**config.mk**
```make
export PLATFORM = sky130hd
export DESIGN_NAME = scale_pitch_quantizer
export DESIGN_NICKNAME = d
export VERILOG_FILES = /design/src/hw/rtl/spq_pkg.sv /design/src/hw/rtl/scale_pitch_quantizer.sv
export SDC_FILE = /design/constraint.sdc
export NUM_CORES = 1
export LEC_CHECK = 0
export BUFFER_PORTS_ARGS = -buffer_cell sky130_fd_sc_hd__buf_2
export CAP_MARGIN = 20
export CORE_ASPECT_RATIO = 1.25
export CORE_MARGIN = 3
export CORE_UTILIZATION = 45
export DETAILED_ROUTE_END_ITERATION = 8
export PLACE_DENSITY = 0.61
export SETUP_SLACK_MARGIN = 0.2
export SLEW_MARGIN = 20
export SYNTH_ARGS = -nofsm -noshare
export SYNTH_HDL_FRONTEND = slang
export SYNTH_SLANG_ARGS = --single-unit
```
**constraint.sdc**
```tcl
create_clock -name clk -period 7.9 [get_ports clk]
set_clock_uncertainty 0.2 [all_clocks]
set_input_delay 0.395 -clock clk [delete_from_list [all_inputs] [get_ports clk]]
set_output_delay 0.395 -clock clk [all_outputs]
set_load 0.02 [all_outputs]
```
**src/hw/rtl/spq_pkg.sv**
```systemverilog
// Shared constants and types for the scale pitch quantizer.
package spq_pkg;

  // Default geometry.
  localparam int SPQ_NOTE_SLOTS = 63;
  localparam int SPQ_DAC_MAX    = 4095;

  // Register reset values.
  localparam logic [11:0] SPQ_MASK_RST = 12'hFFF;
  localparam logic [3:0]  SPQ_SENS_RST = 4'd4;
  localparam logic [2:0]  SPQ_OCT_RST  = 3'd2;

  // Input scaling: (16 + sensitivity) / 20. The division by 20 is a shift by two followed
  // by a multiply with ceil(2^18 / 5), which is exact over the whole product range.
  localparam int SPQ_GAIN_BASE   = 16;
  localparam int SPQ_RECIP_5     = 52429;
  localparam int SPQ_RECIP_SHIFT = 18;
  localparam int SPQ_SCALE_MAX   = 4095;

  // Note thresholds are 68 * slot - 32.
  localparam int SPQ_STEP   = 68;
  localparam int SPQ_OFFSET = 32;

  // Output code is semitones * 273 / 4. Octave 2 is the zero shift.
  localparam int SPQ_SEMIS_OCT = 12;
  localparam int SPQ_OCT_BASE  = 24;
  localparam int SPQ_CODE_MUL  = 273;

  // Configuration register indexes.
  typedef enum logic [1:0] {
    CFG_NOTE_MASK   = 2'd0,
    CFG_SENSITIVITY = 2'd1,
    CFG_OCTAVE      = 2'd2
  } spq_cfg_idx_t;

endpackage

```
**src/hw/rtl/scale_pitch_quantizer.sv**
```systemverilog
// Top level of the scale pitch quantizer: note table memory, build sweep and search.
//
//   Channel  Ports                                          Transfer when
//   -------  ---------------------------------------------  ----------------------
//   input    start, busy, in_sample                         start high, busy low
//   result   out_valid, out_dac_code, out_note_number,      out_valid high (one
//            out_no_note                                    cycle, no stall)
//   config   cfg_we, cfg_index, cfg_wdata                   cfg_we high
//
// A sample passes from its transfer through S_MUL and S_DIV to S_SCAN, where the search
// walks the enabled note slots until it finds the first threshold above the scaled sample
// (at most the enabled count, up to NOTE_SLOTS), and then through S_CODE to its result
// strobe. The walk reads one table entry per cycle from the note table. With an empty
// mask the result follows in the next cycle. After reset, and after every note_mask
// write, the table is rebuilt in a sweep over all NOTE_SLOTS slots while busy stays high.
// The result side cannot stall, so every result is presented for exactly one cycle.
module scale_pitch_quantizer
  import spq_pkg::*;
#(
  parameter int NOTE_SLOTS = SPQ_NOTE_SLOTS,
  parameter int DAC_MAX    = SPQ_DAC_MAX
) (
  input  logic                            clk,
  input  logic                            rst_n,
  input  logic                            start,
  output logic                            busy,
  input  logic [11:0]                     in_sample,
  output logic                            out_valid,
  output logic [$clog2(DAC_MAX+1)-1:0]    out_dac_code,
  output logic [$clog2(NOTE_SLOTS)-1:0]   out_note_number,
  output logic                            out_no_note,
  input  logic                            cfg_we,
  input  logic [1:0]                      cfg_index,
  input  logic [11:0]                     cfg_wdata
);

  localparam int AW  = $clog2(NOTE_SLOTS);
  localparam int CW  = $clog2(NOTE_SLOTS + 1);
  localparam int DW  = $clog2(DAC_MAX + 1);
  localparam int UW0 = $clog2(SPQ_STEP * NOTE_SLOTS + 1);
  // Threshold compares run in the offset domain (68 * slot against x + 32).
  localparam int UW  = (UW0 > 13) ? UW0 : 13;

  typedef enum logic [2:0] {
    S_BUILD, S_IDLE, S_MUL, S_DIV, S_SCAN, S_CODE
  } state_t;

  state_t state_r;

  // Configuration registers.
  logic [11:0] mask_r;
  logic [3:0]  sens_r;
  logic [2:0]  oct_r;

  // Table build sweep: slot counter, semitone within the octave, enabled count.
  logic [AW-1:0] bj_r;
  logic [3:0]    semi_r;
  logic [CW-1:0] cnt_r;

  // Sample path.
  logic [11:0]   samp_r;
  logic [16:0]   prod_r;
  logic [12:0]   xo_r;

  // Search.
  logic [CW-1:0] idx_r;
  logic          chk_v_r;
  logic          first_r;
  logic [UW-1:0] prev_u_r;
  logic [AW-1:0] prev_slot_r;
  logic [AW-1:0] pick_r;

  // Note table: entry k holds the slot number of the k-th enabled note.
  logic [AW-1:0] tbl_mem [NOTE_SLOTS];
  logic [AW-1:0] rd_q_r;

  // Output registers.
  logic          out_valid_r;
  logic [DW-1:0] dac_r;
  logic [AW-1:0] note_r;
  logic          no_note_r;

  // Memory control. Building and searching never overlap, so a read never meets a
  // write to the same entry and no forwarding path is needed.
  logic          wr_en;
  logic [AW-1:0] wr_addr;
  logic          rd_en;
  logic [AW-1:0] rd_addr;

  assign wr_en   = (state_r == S_BUILD) && mask_r[semi_r];
  assign wr_addr = cnt_r[AW-1:0];
  assign rd_en   = (state_r == S_DIV) || ((state_r == S_SCAN) && (idx_r < cnt_r));
  assign rd_addr = (state_r == S_DIV) ? '0 : idx_r[AW-1:0];

  always_ff @(posedge clk) begin
    if (wr_en) begin
      tbl_mem[wr_addr] <= bj_r;
    end
    if (rd_en) begin
      rd_q_r <= tbl_mem[rd_addr];
    end
  end

  // Scaled sample: floor(prod / 20), saturated to the 12-bit range.
  logic [30:0] quot_full;
  logic [12:0] quot;
  logic [11:0] x_sat;

  assign quot_full = 31'(prod_r[16:2]) * 31'(SPQ_RECIP_5);
  assign quot      = 13'(quot_full >> SPQ_RECIP_SHIFT);
  assign x_sat     = (quot > 13'(SPQ_SCALE_MAX)) ? 12'(SPQ_SCALE_MAX) : quot[11:0];

  // Threshold of the entry that arrived from the table this cycle, offset by +32.
  logic [UW-1:0] cur_u;
  logic [UW-1:0] xo_ext;
  logic          hit;
  logic          upper_wins;

  assign cur_u  = UW'(rd_q_r) * UW'(SPQ_STEP);
  assign xo_ext = UW'(xo_r);
  assign hit    = chk_v_r && (cur_u > xo_ext);
  // The upper note wins when the distance below is at least the distance above,
  // that is when 2 * x >= lower + upper threshold.
  assign upper_wins = ({1'b0, xo_ext} << 1) >= ((UW+1)'(prev_u_r) + (UW+1)'(cur_u));

  // Output code from the chosen slot and the octave shift.
  logic [9:0]  sum_u;
  logic [7:0]  semis;
  logic        below_zero;
  logic [17:0] code_full;
  logic [17:0] code;
  logic [DW-1:0] dac_c;

  assign sum_u      = 10'(pick_r) + 10'(oct_r) * 10'(SPQ_SEMIS_OCT);
  assign below_zero = sum_u < 10'(SPQ_OCT_BASE);
  assign semis      = 8'(sum_u - 10'(SPQ_OCT_BASE));
  assign code_full  = 18'(semis) * 18'(SPQ_CODE_MUL);
  assign code       = code_full >> 2;
  assign dac_c      = below_zero ? '0 :
                      (code > 18'(DAC_MAX)) ? DW'(DAC_MAX) : DW'(code);

  always_ff @(posedge clk) begin
    if (!rst_n) begin
      state_r     <= S_BUILD;
      mask_r      <= SPQ_MASK_RST;
      sens_r      <= SPQ_SENS_RST;
      oct_r       <= SPQ_OCT_RST;
      bj_r        <= '0;
      semi_r      <= '0;
      cnt_r       <= '0;
      chk_v_r     <= 1'b0;
      out_valid_r <= 1'b0;
    end else begin
      out_valid_r <= 1'b0;

      case (state_r)
        S_BUILD: begin
          if (mask_r[semi_r]) begin
            cnt_r <= cnt_r + 1'b1;
          end
          bj_r   <= bj_r + 1'b1;
          semi_r <= (semi_r == 4'(SPQ_SEMIS_OCT - 1)) ? '0 : semi_r + 1'b1;
          if (bj_r == AW'(NOTE_SLOTS - 1)) begin
            state_r <= S_IDLE;
          end
        end
        S_IDLE: begin
          if (start) begin
            samp_r <= in_sample;
            if (cnt_r == '0) begin
              // Empty mask: no note to choose, answer at once.
              out_valid_r <= 1'b1;
              dac_r       <= '0;
              note_r      <= '0;
              no_note_r   <= 1'b1;
            end else begin
              state_r <= S_MUL;
            end
          end
        end
        S_MUL: begin
          prod_r  <= 17'(samp_r) * 17'(5'(SPQ_GAIN_BASE) + 5'(sens_r));
          state_r <= S_DIV;
        end
        S_DIV: begin
          // Entry 0 is read here, so the walk starts with data in hand.
          xo_r    <= 13'(x_sat) + 13'(SPQ_OFFSET);
          idx_r   <= CW'(1);
          chk_v_r <= 1'b1;
          first_r <= 1'b1;
          state_r <= S_SCAN;
        end
        S_SCAN: begin
          chk_v_r <= rd_en;
          if (rd_en) begin
            idx_r <= idx_r + 1'b1;
          end
          if (hit) begin
            // First threshold above the sample: choose between it and the one before.
            pick_r  <= (first_r || upper_wins) ? rd_q_r : prev_slot_r;
            chk_v_r <= 1'b0;
            state_r <= S_CODE;
          end else if (chk_v_r) begin
            prev_u_r    <= cur_u;
            prev_slot_r <= rd_q_r;
            first_r     <= 1'b0;
          end else begin
            // Sample is at or above the last note.
            pick_r  <= prev_slot_r;
            state_r <= S_CODE;
          end
        end
        S_CODE: begin
          out_valid_r <= 1'b1;
          dac_r       <= dac_c;
          note_r      <= pick_r;
          no_note_r   <= 1'b0;
          state_r     <= S_IDLE;
        end
        default: begin
          state_r <= S_IDLE;
        end
      endcase

      // Configuration writes; a new mask restarts the table build.
      if (cfg_we) begin
        case (cfg_index)
          CFG_NOTE_MASK: begin
            mask_r  <= cfg_wdata;
            bj_r    <= '0;
            semi_r  <= '0;
            cnt_r   <= '0;
            state_r <= S_BUILD;
          end
          CFG_SENSITIVITY: begin
            sens_r <= cfg_wdata[3:0];
          end
          CFG_OCTAVE: begin
            oct_r <= cfg_wdata[2:0];
          end
          default: begin
          end
        endcase
      end
    end
  end

  assign busy            = (state_r != S_IDLE);
  assign out_valid       = out_valid_r;
  assign out_dac_code    = dac_r;
  assign out_note_number = note_r;
  assign out_no_note     = no_note_r;

endmodule
```
==> summary.txt <==
Run status
  • Result of the run: finished clean

CTS
  • CTS buffer count: 53
  • Clock root buffer: clkbuf_16
  • Hold bufs inserted after CTS: 37
  • Clock Latency Late Sink: 0.63 ns
  • Bufs on Longest Clock Path: 3
  • Clock sink count: 509
  • Worst-path clk slew: 0.06 ns
  • H-tree Lvls: 2
  • Post-CTS Setup Bufs: 0
  • Post-CTS resize count: 0
  • CTS tree: yes

Worst setup path
  • Crit path DAT: 6.83 ns
  • Worst setup EP type: flop
  • Critical path fanouts, max: 6
  • CP max-delay cell: a2111oi_0
  • CP Data Required Time: 8.04 ns
  • Crit path cell chain: ha_1 > xnor2_1 > inv_1 > fa_1 > inv_1 > fa_1 > inv_1 > fa_1 > fa_1 > ha_1 > a21oi_1 > nand2b_1 > a2111oi_0 > o31ai_1 > xor2_1 > or2_2 > ha_1 > nand3_1 > o211a_1 > a211oi_1
  • CP Class: reg2reg
  • CP Launch Type: flop
  • Worst path max stage delay: 0.62 ns
  • CP dominant cell by count: fa_1

STA
  • Actual slew at the worst max-slew pin: 0.978 ns
  • Period utilization: 84.7%
  • Crit path time final: 6.69 ns
  • RSZ-0062 raised after global routing: false
  • Final WS setup: 1.21 ns
  • Final hold vios: 0
  • Top achievable clock speed: 0.149 GHz
  • Fin Setup TNS: 0 ns
  • Final setup viols: 0
  • Slew Viols, Final: 0
  • Slew Limit Headroom: 34.8%

Final layout
  • Final nets: 2640
  • Most frequent cells in the layout: 469 x edfxtp_1, 242 x nand2_1, 219 x ha_1, 165 x inv_1, 144 x nor2_1
  • Final antenna diode count: 0
  • Filler cells: 5192
  • Commonest non-fill, non-tap cell in the layout: edfxtp_1
  • Layout cells sized above 1: 8.94%
  • Area Growth Syn to Fin: 11.3%

GRT
  • Largest net degree at the start of global routing: 85
  • GR Overflow Total: 0
  • Vias in the first global route: 18100
  • First-pass GRT wire length: 102000 µm
  • Antenna violations before repair: 0
  • Tot GR Track Use: 20.4%

Synth
  • Post-synth EDFFs: 469
  • Syn Std Cell Area: 27500 µm²
  • Sequential area share after synthesis: 54.1%
  • Seq cells post-synth: 509
  • Synth area leader: edfxtp_1
  • Top post-synthesis cells by area: edfxtp_1 51%, ha_1 10%, fa_1 6.8%, nand2_1 3.3%, dfxtp_1 2.9%
  • Largest family of logic cells by synthesized area: adder cells
  • Top-area cell type share of the netlist area: 51.1%
  • Syn Inst Count: 2237
  • Post-synth ARST share: 0%
  • Post-Syn Nets: 2579
  • Multiplexer share of the synthesized area: 3.36%
  • Post-synthesis adder-cell area fraction: 16.7%
  • XOR/XNOR share of the synthesized area: 2.26%
  • Netlist cell types: 68
  • Post-Syn Area per Cell: 12.3 µm²
  • Post-synthesis compound-gate area fraction: 9.77%
  • Top_reg_cell synth: edfxtp_1
  • Post-Synth Simple-Gate Area: 10.0%
  • Synth warn: 0

Power and ir drop
  • Pwr dens: 189 nW/µm²
  • Worst IR Drop VDD: 0.000170 V
  • Static leakage: 0.0121 µW

Floorplanning
  • Die span in x: 227 µm
  • Die Y-Extent: 283 µm
  • Row cnt: 100
  • Initial cell density of the core: 45.8%
  • Die area: 64200 µm²
  • Num ports: 51
  • Core ar.: 60100 µm²

Place
  • Setup WS pre-CTS: 1.23 ns
  • Final HPWL DP: 44100 µm
  • Port bufs: 50
  • Final Wtd Congestion: 0.867

Routing
  • Wire length per cell: 21.0 µm
  • Residual DRC count: 0
  • Average vias per placed instance: 5.72
  • Iter 0 DRT Violations: 1261
  • Antenna viol nets, final: 0
  • Post-Route WL: 65100 µm
  • DR vias: 17800
  • Drt pass-1 iters: 5

Hold path
  • HP Class: in2reg

Flow run
  • Max_cap viols: 0
cells by family after synthesis:
kind of cell | after synthesis
AOI/OAI and AO/OA | 395
xor gates and xnor gates | 71
adders and majority gates | 312
buffers and inverters | 268
DFF | 509
muxes | 65
and+or+nand+nor | 617
worst paths after layout:
path	to	cells past startpoint	start	slack, ns
setup reg to reg	xo_ext[9]	20	prod_r[8]	1.21
setup / recovery	xo_ext[9]	20	prod_r[8]	1.21
hold reg to reg	mask_r[1]	2	mask_r[1]	0.29
hold / removal	mask_r[1]	4	cfg_index[0]	0.04
cell usage after synthesis (10+ instances only):
master	number
a211oi_1	17
a21o_1	31
a21oi_1	88
a22oi_1	18
a311oi_1	12
a31oi_1	34
and2_1	31
and3_1	24
buf_1	16
buf_2	16
clkbuf_1	66
dfxtp_1	40
edfxtp_1	469
fa_1	93
ha_1	219
inv_1	165
mux2i_1	37
mux4_2	21
nand2_1	244
nand3_1	103
nand4_1	16
nor2_1	145
nor3_1	18
o21a_1	23
o21ai_0	51
o21bai_1	11
o221ai_1	50
o22ai_1	10
xnor2_1	43
xor2_1	28
metrics by stage:
| step | cell area (µm²) | power, µW | utilization (%) | hold slack, ns | std cells |
|---|---|---|---|---|---|
| 3_3_place_gp | 28500 | 3350 | 47.5 | 0.248 | 2971 |
| 3_5_place_dp | 28500 | 3350 | 47.5 | 0.252 | 2971 |
| 4_1_cts | 30600 | 5840 | 51.0 | 0.0425 | 3104 |
| 2_1_floorplan | 27500 | 3260 | - | 0.235 | 2237 |
| 5_1_grt | 30600 | 5970 | 51.0 | 0.0572 | 3104 |
| 6_report | 30600 | 5780 | 51.0 | 0.0421 | 3104 |
sequential cells by signal (all words and copies together) (netlist names), 3 cells and up:
signal and cells:
prev_slot_r 6, semi_r 4, sens_r 4, xo_ext 13, state_r 3, prev_u_r 7
oct_r 3, idx_r 6, rd_q_r 6, out_note_number 6, out_dac_code 12, cnt_r 6
pick_r 6, samp_r 12, prod_r 15, bj_r 6, tbl_mem 378, mask_r 12
final cells by class:
cell class | instances | area, µm² | area share [%]
Sequential cell | 509 | 14900 | 48.6
Multi-Input combinational cell | 1460 | 11600 | 38.0
Clock buffer | 64 | 1410 | 4.60
Tap cell | 765 | 957 | 3.12
Timing Repair Buffer | 107 | 771 | 2.52
Inverter | 167 | 627 | 2.05
Clock inverter | 32 | 335 | 1.09
layer usage:
| layer | share of wire, % | global-route usage (%) |
|---|---|---|
| met1 | 40 | 25.3 |
| met2 | 53 | 37.4 |
| met3 | 5.0 | 2.81 |
| met4 | 2.4 | 5.52 |
| met5 | 0 | 0 |
worst max-delay path, delay by kind of cell (launching register included):
kind	cells	cell delay, ns
adder cells (fa/ha/maj)	7	3.02
AO/OA/AOI/OAI	5	1.37
flip-flops	1	0.54
AND/OR/NAND/NOR	3	0.52
XOR/XNOR	2	0.50
buffers and inverters	3	0.24
report_power, final:
| part | switching [µW] | total, µW | internal, µW |
|---|---|---|---|
| logic | 189 | 316 | 127 |
| registers | 37.0 | 3000 | 2960 |
| clock network | 1080 | 2470 | 1390 |
| total | 1310 | 5780 | 4470 |
Note: power is estimated with default switching activity, not from simulation.
